## src/sv/first_fit_block_allocator_assert.svh

```systemverilog
// Assertion macros used by the allocator back end (ffba_back).
`ifndef FIRST_FIT_BLOCK_ALLOCATOR_ASSERT_SVH
`define FIRST_FIT_BLOCK_ALLOCATOR_ASSERT_SVH

// Implication checked on every edge outside reset.
`define FFBA_ASSERT_IMPL(label, clk, rst_n, cond, expr) \
    label: assert property (@(posedge clk) disable iff (!rst_n) (cond) |-> (expr)) \
        else $error("assertion failed");

// Implication checked in the cycle after the condition.
`define FFBA_ASSERT_NEXT(label, clk, rst_n, cond, expr) \
    label: assert property (@(posedge clk) disable iff (!rst_n) (cond) |=> (expr)) \
        else $error("assertion failed");

`endif

```

## src/sv/ffba_pkg.sv

```systemverilog
// ----------------------------------------------------------------------------
// ffba_pkg
// Types and constants shared by the allocator modules.
// ----------------------------------------------------------------------------
package ffba_pkg;

    localparam logic KIND_ALLOC   = 1'b0;
    localparam logic KIND_RELEASE = 1'b1;

    localparam int SIZE_W = 17;
    localparam int OFF_W  = 16;
    localparam int POOL_W = 17;

    // Offsets are taken modulo 2^OFFSET_BITS.
    localparam int OFFSET_BITS = OFF_W;

    typedef struct packed {
        logic              kind;
        logic [SIZE_W-1:0] request_size;
        logic [OFF_W-1:0]  release_offset;
    } in_item_t;

    typedef struct packed {
        logic [OFF_W-1:0] granted_offset;
        logic             success;
    } out_item_t;

    // Classified command handed from the front to the back.
    typedef struct packed {
        logic              is_release;
        logic              reject;
        logic [SIZE_W-1:0] size;
        logic [OFF_W-1:0]  offset;
    } cmd_t;

endpackage

```

## src/sv/ffba_front.sv

```systemverilog
// ----------------------------------------------------------------------------
// ffba_front
// Accepts items, classifies them and holds them in a two-entry queue.
// ----------------------------------------------------------------------------
module ffba_front
(
    input  logic                clk,
    input  logic                rst_n,
    input  logic                in_valid,
    output logic                in_ready,
    input  ffba_pkg::in_item_t  in_data,
    output logic                cmd_valid,
    input  logic                cmd_ready,
    output ffba_pkg::cmd_t      cmd_data
);

    ffba_pkg::cmd_t q_reg [2];
    logic [1:0]     cnt_reg, cnt_next;
    logic           rd_reg, rd_next;
    logic           wr_reg, wr_next;
    ffba_pkg::cmd_t cls;
    logic           push, pop;

    always_comb
    begin
        cls.is_release = (in_data.kind == ffba_pkg::KIND_RELEASE);
        cls.reject     = (in_data.kind == ffba_pkg::KIND_ALLOC) &&
                         (in_data.request_size == '0);
        cls.size       = in_data.request_size;
        cls.offset     = in_data.release_offset;
    end

    assign in_ready  = (cnt_reg != 2'd2);
    assign cmd_valid = (cnt_reg != 2'd0);
    assign cmd_data  = q_reg[rd_reg];
    assign push      = in_valid && in_ready;
    assign pop       = cmd_valid && cmd_ready;

    always_comb
    begin
        cnt_next = cnt_reg + {1'b0, push} - {1'b0, pop};
        rd_next  = rd_reg ^ pop;
        wr_next  = wr_reg ^ push;
    end

    always_ff @(posedge clk or negedge rst_n)
    begin
        if (!rst_n)
        begin
            cnt_reg <= '0;
            rd_reg  <= 1'b0;
            wr_reg  <= 1'b0;
        end
        else
        begin
            cnt_reg <= cnt_next;
            rd_reg  <= rd_next;
            wr_reg  <= wr_next;
        end
    end

    always_ff @(posedge clk)
    begin
        if (push)
        begin
            q_reg[wr_reg] <= cls;
        end
    end

endmodule

```

## src/sv/ffba_back.sv

```systemverilog
// ----------------------------------------------------------------------------
// ffba_back
// Walks the block table for one command, then shifts entries to insert or
// remove a block when one is placed or released, and presents the result in an output register.
// ----------------------------------------------------------------------------
`include "first_fit_block_allocator_assert.svh"

module ffba_back #(
    parameter int MAX_BLOCKS  = 16
)
(
    input  logic                          clk,
    input  logic                          rst_n,
    input  logic [ffba_pkg::POOL_W-1:0]   pool_size,
    input  logic                          cmd_valid,
    output logic                          cmd_ready,
    input  ffba_pkg::cmd_t                cmd_data,
    output logic                          out_valid,
    input  logic                          out_ready,
    output ffba_pkg::out_item_t           out_data
);

    localparam int IDX_W = $clog2(MAX_BLOCKS);
    localparam int CNT_W = $clog2(MAX_BLOCKS + 1);
    localparam int END_W = ffba_pkg::SIZE_W + 1;
    localparam int OFFSET_BITS = ffba_pkg::OFFSET_BITS;

    typedef enum logic [3:0] {
        ST_IDLE  = 4'b0001,
        ST_SCAN  = 4'b0010,
        ST_SHIFT = 4'b0100,
        ST_DONE  = 4'b1000
    } state_t;

    state_t            state_reg, state_next;
    logic [ffba_pkg::OFF_W-1:0]  start_reg [MAX_BLOCKS];
    logic [ffba_pkg::SIZE_W-1:0] len_reg   [MAX_BLOCKS];
    logic [CNT_W-1:0]  count_reg;
    logic [CNT_W-1:0]  idx_reg;
    logic [CNT_W-1:0]  slot_reg;
    logic [END_W-1:0]  prev_end_reg;
    logic [END_W-1:0]  limit_reg;
    ffba_pkg::cmd_t    cmd_reg;
    logic              ins_reg;
    ffba_pkg::out_item_t res_reg;
    logic              out_valid_reg;

    logic [IDX_W-1:0]  ridx;
    logic [END_W-1:0]  s_ext, e_ext, need;
    logic              at_end, fit_here, fit_tail;
    logic [END_W-1:0]  pool_lim;
    logic [OFFSET_BITS-1:0] off_mask;

    assign ridx     = idx_reg[IDX_W-1:0];
    assign s_ext    = END_W'(start_reg[ridx]) & END_W'({OFFSET_BITS{1'b1}});
    assign e_ext    = s_ext + END_W'(len_reg[ridx]);
    assign need     = prev_end_reg + END_W'(cmd_reg.size);
    assign at_end   = (idx_reg == count_reg);
    assign fit_here = (s_ext >= prev_end_reg) && (need <= s_ext) && (need <= limit_reg);
    assign fit_tail = (need <= limit_reg);
    assign off_mask = '1;
    assign pool_lim = (END_W'(pool_size) > (END_W'(1) << OFFSET_BITS)) ?
                      (END_W'(1) << OFFSET_BITS) : END_W'(pool_size);

    assign cmd_ready = (state_reg == ST_IDLE) && !out_valid_reg;
    assign out_valid = out_valid_reg;
    assign out_data  = res_reg;

    always_comb
    begin
        state_next = state_reg;
        case (state_reg)
            ST_IDLE:  if (cmd_valid && cmd_ready) state_next = ST_SCAN;
            ST_SCAN:
            begin
                if (cmd_reg.reject || (!cmd_reg.is_release &&
                    count_reg == CNT_W'(MAX_BLOCKS)))
                    state_next = ST_DONE;
                else if (cmd_reg.is_release)
                begin
                    if (at_end)
                        state_next = ST_DONE;
                    else if (start_reg[ridx][OFFSET_BITS-1:0] ==
                             cmd_reg.offset[OFFSET_BITS-1:0])
                        state_next = ST_SHIFT;
                end
                else if (at_end || fit_here)
                    state_next = ST_SHIFT;
            end
            ST_SHIFT:
            begin
                if (ins_reg ? (idx_reg == slot_reg) : (idx_reg + 1'b1 >= count_reg))
                    state_next = ST_DONE;
            end
            ST_DONE:  state_next = ST_IDLE;
            default:  state_next = ST_IDLE;
        endcase
    end

    always_ff @(posedge clk or negedge rst_n)
    begin
        if (!rst_n)
        begin
            state_reg     <= ST_IDLE;
            count_reg     <= '0;
            out_valid_reg <= 1'b0;
        end
        else
        begin
            state_reg <= state_next;
            if (out_valid_reg && out_ready)
                out_valid_reg <= 1'b0;
            if (state_reg == ST_DONE)
                out_valid_reg <= 1'b1;
            // Only a placed or removed block changes the count.
            if (state_reg == ST_SHIFT && state_next == ST_DONE && res_reg.success)
                count_reg <= ins_reg ? count_reg + 1'b1 : count_reg - 1'b1;
        end
    end

    always_ff @(posedge clk)
    begin
        case (state_reg)
            ST_IDLE:
            begin
                // Hold the previous result until the next command is taken.
                if (cmd_valid && cmd_ready)
                begin
                    cmd_reg      <= cmd_data;
                    idx_reg      <= '0;
                    prev_end_reg <= '0;
                    limit_reg    <= pool_lim;
                    res_reg      <= '0;
                end
            end
            ST_SCAN:
            begin
                if (cmd_reg.is_release || cmd_reg.reject)
                begin
                    if (!at_end && !cmd_reg.reject)
                    begin
                        if (start_reg[ridx][OFFSET_BITS-1:0] ==
                            cmd_reg.offset[OFFSET_BITS-1:0])
                        begin
                            ins_reg         <= 1'b0;
                            res_reg.success <= 1'b1;
                        end
                        else
                            idx_reg <= idx_reg + 1'b1;
                    end
                end
                else if (count_reg != CNT_W'(MAX_BLOCKS))
                begin
                    if ((at_end && fit_tail) || (!at_end && fit_here))
                    begin
                        ins_reg  <= 1'b1;
                        slot_reg <= idx_reg;
                        idx_reg  <= count_reg;
                        res_reg.success <= 1'b1;
                        res_reg.granted_offset <= ffba_pkg::OFF_W'(
                            prev_end_reg[OFFSET_BITS-1:0] & off_mask);
                    end
                    else if (at_end)
                    begin
                        ins_reg  <= 1'b1;
                        slot_reg <= count_reg;
                        idx_reg  <= count_reg;
                    end
                    else
                    begin
                        idx_reg <= idx_reg + 1'b1;
                        if (e_ext > prev_end_reg)
                            prev_end_reg <= e_ext;
                    end
                end
            end
            ST_SHIFT:
            begin
                if (ins_reg)
                begin
                    if (res_reg.success)
                    begin
                        if (idx_reg == slot_reg)
                        begin
                            start_reg[ridx] <= ffba_pkg::OFF_W'(
                                prev_end_reg[OFFSET_BITS-1:0]);
                            len_reg[ridx]   <= cmd_reg.size;
                        end
                        else
                        begin
                            start_reg[ridx] <= start_reg[IDX_W'(idx_reg - 1'b1)];
                            len_reg[ridx]   <= len_reg[IDX_W'(idx_reg - 1'b1)];
                            idx_reg         <= idx_reg - 1'b1;
                        end
                    end
                end
                else if (idx_reg + 1'b1 < count_reg)
                begin
                    start_reg[ridx] <= start_reg[IDX_W'(idx_reg + 1'b1)];
                    len_reg[ridx]   <= len_reg[IDX_W'(idx_reg + 1'b1)];
                    idx_reg         <= idx_reg + 1'b1;
                end
            end
            default: ;
        endcase
    end

    `FFBA_ASSERT_IMPL(a_count_max, clk, rst_n, 1'b1, count_reg <= CNT_W'(MAX_BLOCKS))
    `FFBA_ASSERT_IMPL(a_ready_idle, clk, rst_n, cmd_ready, state_reg == ST_IDLE)
    `FFBA_ASSERT_NEXT(a_done_out, clk, rst_n, state_reg == ST_DONE, out_valid_reg)

endmodule

```

## src/sv/first_fit_block_allocator.sv

```systemverilog
// ----------------------------------------------------------------------------
// first_fit_block_allocator
// First-fit allocator over a configurable pool with an address-ordered table.
// ----------------------------------------------------------------------------
// An allocate transaction takes the first gap from the pool base that holds
// request_size bytes and returns its offset; a release transaction removes
// the block whose start matches exactly. One transaction is processed at a
// time by the back end: it walks the table one entry per cycle until it finds
// the gap or the matching start, then shifts the entries past that slot one
// per cycle. The back end takes the next command only once the result of
// the last one has been handed out, so it never starts a new transaction
// before it is through with the last. A two-entry command queue lets the
// input side keep taking transactions while the back end works, and the
// result sits in an output register until taken. pool_size may only be
// written while no transaction is in flight.
module first_fit_block_allocator #(
    parameter int MAX_BLOCKS  = 16
)
(
    input  logic                        clk,
    input  logic                        rst_n,
    input  logic                        cfg_we,
    input  logic [ffba_pkg::POOL_W-1:0] cfg_wdata,
    input  logic                        in_valid,
    output logic                        in_ready,
    input  ffba_pkg::in_item_t          in_data,
    output logic                        out_valid,
    input  logic                        out_ready,
    output ffba_pkg::out_item_t         out_data
);

    // Pool size register; resets to the full 64 KiB pool.
    logic [ffba_pkg::POOL_W-1:0] pool_size_reg;

    logic           cmd_valid, cmd_ready;
    ffba_pkg::cmd_t cmd_data;

    always_ff @(posedge clk or negedge rst_n)
    begin
        if (!rst_n)
            pool_size_reg <= ffba_pkg::POOL_W'(65536);
        else if (cfg_we)
            pool_size_reg <= cfg_wdata;
    end

    // Front: accept and classify, hold in queue.
    ffba_front u_front
    (
        .clk       (clk),
        .rst_n     (rst_n),
        .in_valid  (in_valid),
        .in_ready  (in_ready),
        .in_data   (in_data),
        .cmd_valid (cmd_valid),
        .cmd_ready (cmd_ready),
        .cmd_data  (cmd_data)
    );

    // Back: walk and update the table, register the result.
    ffba_back #(
        .MAX_BLOCKS  (MAX_BLOCKS)
    ) u_back
    (
        .clk       (clk),
        .rst_n     (rst_n),
        .pool_size (pool_size_reg),
        .cmd_valid (cmd_valid),
        .cmd_ready (cmd_ready),
        .cmd_data  (cmd_data),
        .out_valid (out_valid),
        .out_ready (out_ready),
        .out_data  (out_data)
    );

endmodule
```

## config.mk

```make
export PLATFORM = sky130hd
export DESIGN_NAME = first_fit_block_allocator
export DESIGN_NICKNAME = d
export VERILOG_FILES = /design/src/sv/ffba_pkg.sv /design/src/sv/ffba_front.sv /design/src/sv/ffba_back.sv /design/src/sv/first_fit_block_allocator.sv
export VERILOG_INCLUDE_DIRS = /design/src /design/src/sv
export SDC_FILE = /design/constraint.sdc
export NUM_CORES = 1
export LEC_CHECK = 0
export BUFFER_PORTS_ARGS = -buffer_cell sky130_fd_sc_hd__buf_2
export CORE_UTILIZATION = 25
export CTS_CLUSTER_DIAMETER = 60
export DETAILED_ROUTE_END_ITERATION = 7
export SLEW_MARGIN = 20
export SYNTH_ARGS = -nofsm -noshare
export SYNTH_HDL_FRONTEND = slang
export SYNTH_SLANG_ARGS = --single-unit
```

## constraint.sdc

```tcl
create_clock -name clk -period 9.9 [get_ports clk]
set_input_delay 1.485 -clock clk [delete_from_list [all_inputs] [get_ports clk]]
set_output_delay 1.485 -clock clk [all_outputs]
set_load 0.01 [all_outputs]
```

==> flow_metrics.tcl <==
set metrics [dict create \
    grt_pass1_wl_microns 169000 \
    fin_crit_sh_pct 68.3 \
    numCtsBuffers 79 \
    finalSetupTns_ps 0 \
    async_flop_share_pct 4.24 \
    peakVddDrop_uv 363 \
    clock-root-buffer "clkbuf_16" \
    io_pins 75 \
    htree_levels 3 \
    dieArea_sq_um 163000 \
    dieHeight_microns 403 \
    synth_area_sq_um 40200 \
    maxSlewHeadroom_pct 26.2 \
    clock-sinks 731 \
    grt_setup_unrepaired "no" \
    io_buffers 74 \
    critical_path_class "reg2reg" \
    clkTransAtPathRegs_ps 60 \
    endpoint "u_back.prev_end_reg[0]" \
    hp-class "reg2reg" \
    ys_types 74 \
    cts_setup_buffers 0 \
    fill_cells 15600 \
    arrival_ps 7030 \
    dp_hpwl_microns 72500 \
    fin_area_sq_um 46000 \
    crit_fanout 47 \
    cts_tree "built" \
    grt_max_degree 128 \
    final_nets 2584 \
    reg2reg_depth 22 \
    avgSynthCellArea_sq_um 17.1 \
    cp-end-kind "flip-flop" \
    synth_enable_flop_cells 696 \
    status "finished clean" \
    viasPerCell 5.19 \
    grt_antenna_before_repair 7 \
    grtUsageTotal_pct 14.0 \
    die_w_microns 403 \
    synth_seq_cells 731 \
    cp.required_ps 10160 \
    grt_pass1_vias 24000 \
    worst_pin_slew_ps 1110 \
    gp_congestion 0.856 \
    p_per_area_nw_per_um2 378 \
    finalMaxSlewViolations 0 \
    cts_resized 0 \
    power_leakage_nw 15.2 \
    skew_ps 23.1 \
    core_area_sq_um 159000 \
    hold_buffers 0 \
    syn-instance-count 2352 \
    grt-ovfl-total 0 \
    finalHoldViolCount 0 \
    synth_ff_type "edfxtp_1" \
    yosysSeqAreaShare_pct 54.1 \
    crit_path_start_kind "flip-flop" \
    fmax_ghz 0.148 \
    cap_violations 0 \
    dr.first_iter.drc_count 2592 \
    clockBufferDepth 3 \
    largest_reg_flops 272 \
    rows 146 \
    initial_core_util_pct 25.3 \
    regArea_sq_um 21800 \
    reg2reg_to "u_back.prev_end_reg[0]" \
    multi_input_area_sq_um 17800 \
    first_pass_iters 6 \
    place_area_sq_um 43200 \
    vias 24000 \
    drc 0 \
    fin_crit_ps 6760 \
    clock_latency_ps 640 \
    area_growth_pct 14.3 \
    finalSetupViolCount 0 \
    ant_nets 0 \
    yosys_warnings 0 \
    reg2reg_setup_slack_ps 3140 \
    drive_gt1_share_pct 34.1 \
    synth.net_count 2528 \
    routedWlPerCell_microns 25.1 \
    drt_wl_total_microns 116000 \
]
==> worst max-delay path, stage by stage, from the launching register on <==
cell      delay (ps)
dfxtp_4          820
buf_4            740
mux4_2           610
and2_1           170
a211oi_1         200
a21o_1           260
inv_1            110
ha_1             330
a21o_1           170
a21oi_1          220
o21bai_1         120
a31o_2           280
a211oi_1         340
nor2_1           140
a31o_2           270
xor2_1           150
ha_1             300
nand2_1           50
nor2_1           150
a221o_1          180
a21oi_1           60
o21ai_0          170
a31o_2           490
==> cell usage in the layout (no fill, tap or decap), types with 20 or more instances in the layout <==
cell | netlist | final
a21o_1 | 38 | 38
clkbuf_1 | 89 | 22
nor2b_1 | 22 | 22
dfrtp_1 | 29 | 28
mux4_2 | 462 | 462
nor2_1 | 88 | 84
nand3_1 | 21 | 21
buf_2 | 12 | 74
o21ai_0 | 40 | 40
edfxtp_1 | 696 | 696
ha_1 | 117 | 114
buf_4 | 4 | 44
mux2_2 | 71 | 71
xnor2_1 | 50 | 48
a21oi_1 | 92 | 72
a21oi_2 | 0 | 20
nand2_1 | 57 | 55
and2_1 | 25 | 25
inv_1 | 82 | 81
xor2_1 | 42 | 41
mux2i_1 | 66 | 66
clkbuf_16 | 0 | 82
==> power by group <==
part	switching [mW]	total (mW)	internal [mW]
Combinational	5.16	9.62	4.45
Sequential	0.541	4.69	4.15
Clock	1.24	3.07	1.83
==> per-layer routing <==
metal | up-vias | GRT usage (%) | wire length (microns)
met5 | - | 0 | 62
li1 | 9941 | - | -
met3 | 204 | 2.62 | 9470
met2 | 1170 | 23.3 | 56000
met4 | 8 | 5.11 | 3860
met1 | 12700 | 18.3 | 46400
==> Yosys cell counts, types with 18 or more instances <==
cell type / instances / area share, %
a21o_1: 38 / 0.71
a21oi_1: 92 / 1.1
and2_1: 25 / 0.39
buf_1: 37 / 0.35
clkbuf_1: 89 / 0.83
dfrtp_1: 29 / 1.8
edfxtp_1: 696 / 52
ha_1: 117 / 3.6
inv_1: 82 / 0.76
mux2_2: 71 / 2.0
mux2i_1: 66 / 1.6
mux4_2: 462 / 26
nand2_1: 57 / 0.53
nand3_1: 21 / 0.26
nor2_1: 88 / 0.82
nor2b_1: 22 / 0.34
nor3_1: 18 / 0.22
o21ai_0: 40 / 0.50
xnor2_1: 50 / 1.1
xor2_1: 42 / 0.91
==> logic make-up (layout without fill, tap and decap cells) <==
logic type / count (synthesis) / count (layout) / synth area share (%)
XOR/XNOR: 92 / 92 / 2.00
buffers and inverters: 233 / 353 / 2.36
adder cells (fa/ha/maj): 120 / 120 / 3.79
flip-flops: 731 / 731 / 54.1
AO/OA/AOI/OAI: 277 / 277 / 4.44
AND/OR/NAND/NOR: 295 / 295 / 3.64
other: 0 / 2 / 0
multiplexers: 604 / 604 / 29.7
==> how the worst min path moves through the flow <==
stage | start | endpoint | slack (ps) | cells after the start
after detailed placement | u_front.cnt_reg[1] | u_front.cnt_reg[1] | 500 | 1
final | u_front.cnt_reg[1] | u_front.cnt_reg[1] | 500 | 1
after CTS | u_front.cnt_reg[1] | u_front.cnt_reg[1] | 510 | 1
after global routing | u_front.cnt_reg[1] | u_front.cnt_reg[1] | 520 | 1
after floorplan | u_front.cnt_reg[1] | u_front.cnt_reg[1] | 470 | 1
after global placement | u_front.cnt_reg[1] | u_front.cnt_reg[1] | 490 | 1
==> final cells by class <==
type,instances,area share (%)
clock inverters,39,1.12
repair buffers,123,1.69
flip-flops and latches,731,47.3
multi-input cells,1388,38.6
diodes,2,0.0109
inverters,85,0.693
clock buffers,106,4.70
well taps,2146,5.83
==> metrics by stage <==
step	instances	util, %	power, mW	hold WS, ps	setup WS [ps]
6_report	4620	28.9	17.4	501	3140
5_1_grt	4618	28.9	18.3	522	2760
4_1_cts	4616	28.9	17.4	509	3110
3_5_place_dp	4471	27.2	14.3	501	3130
3_3_place_gp	4471	27.2	14.3	486	3160
2_1_floorplan	2352	-	11.6	468	2680
No activity file was read; power rests on OpenSTA's default activity.
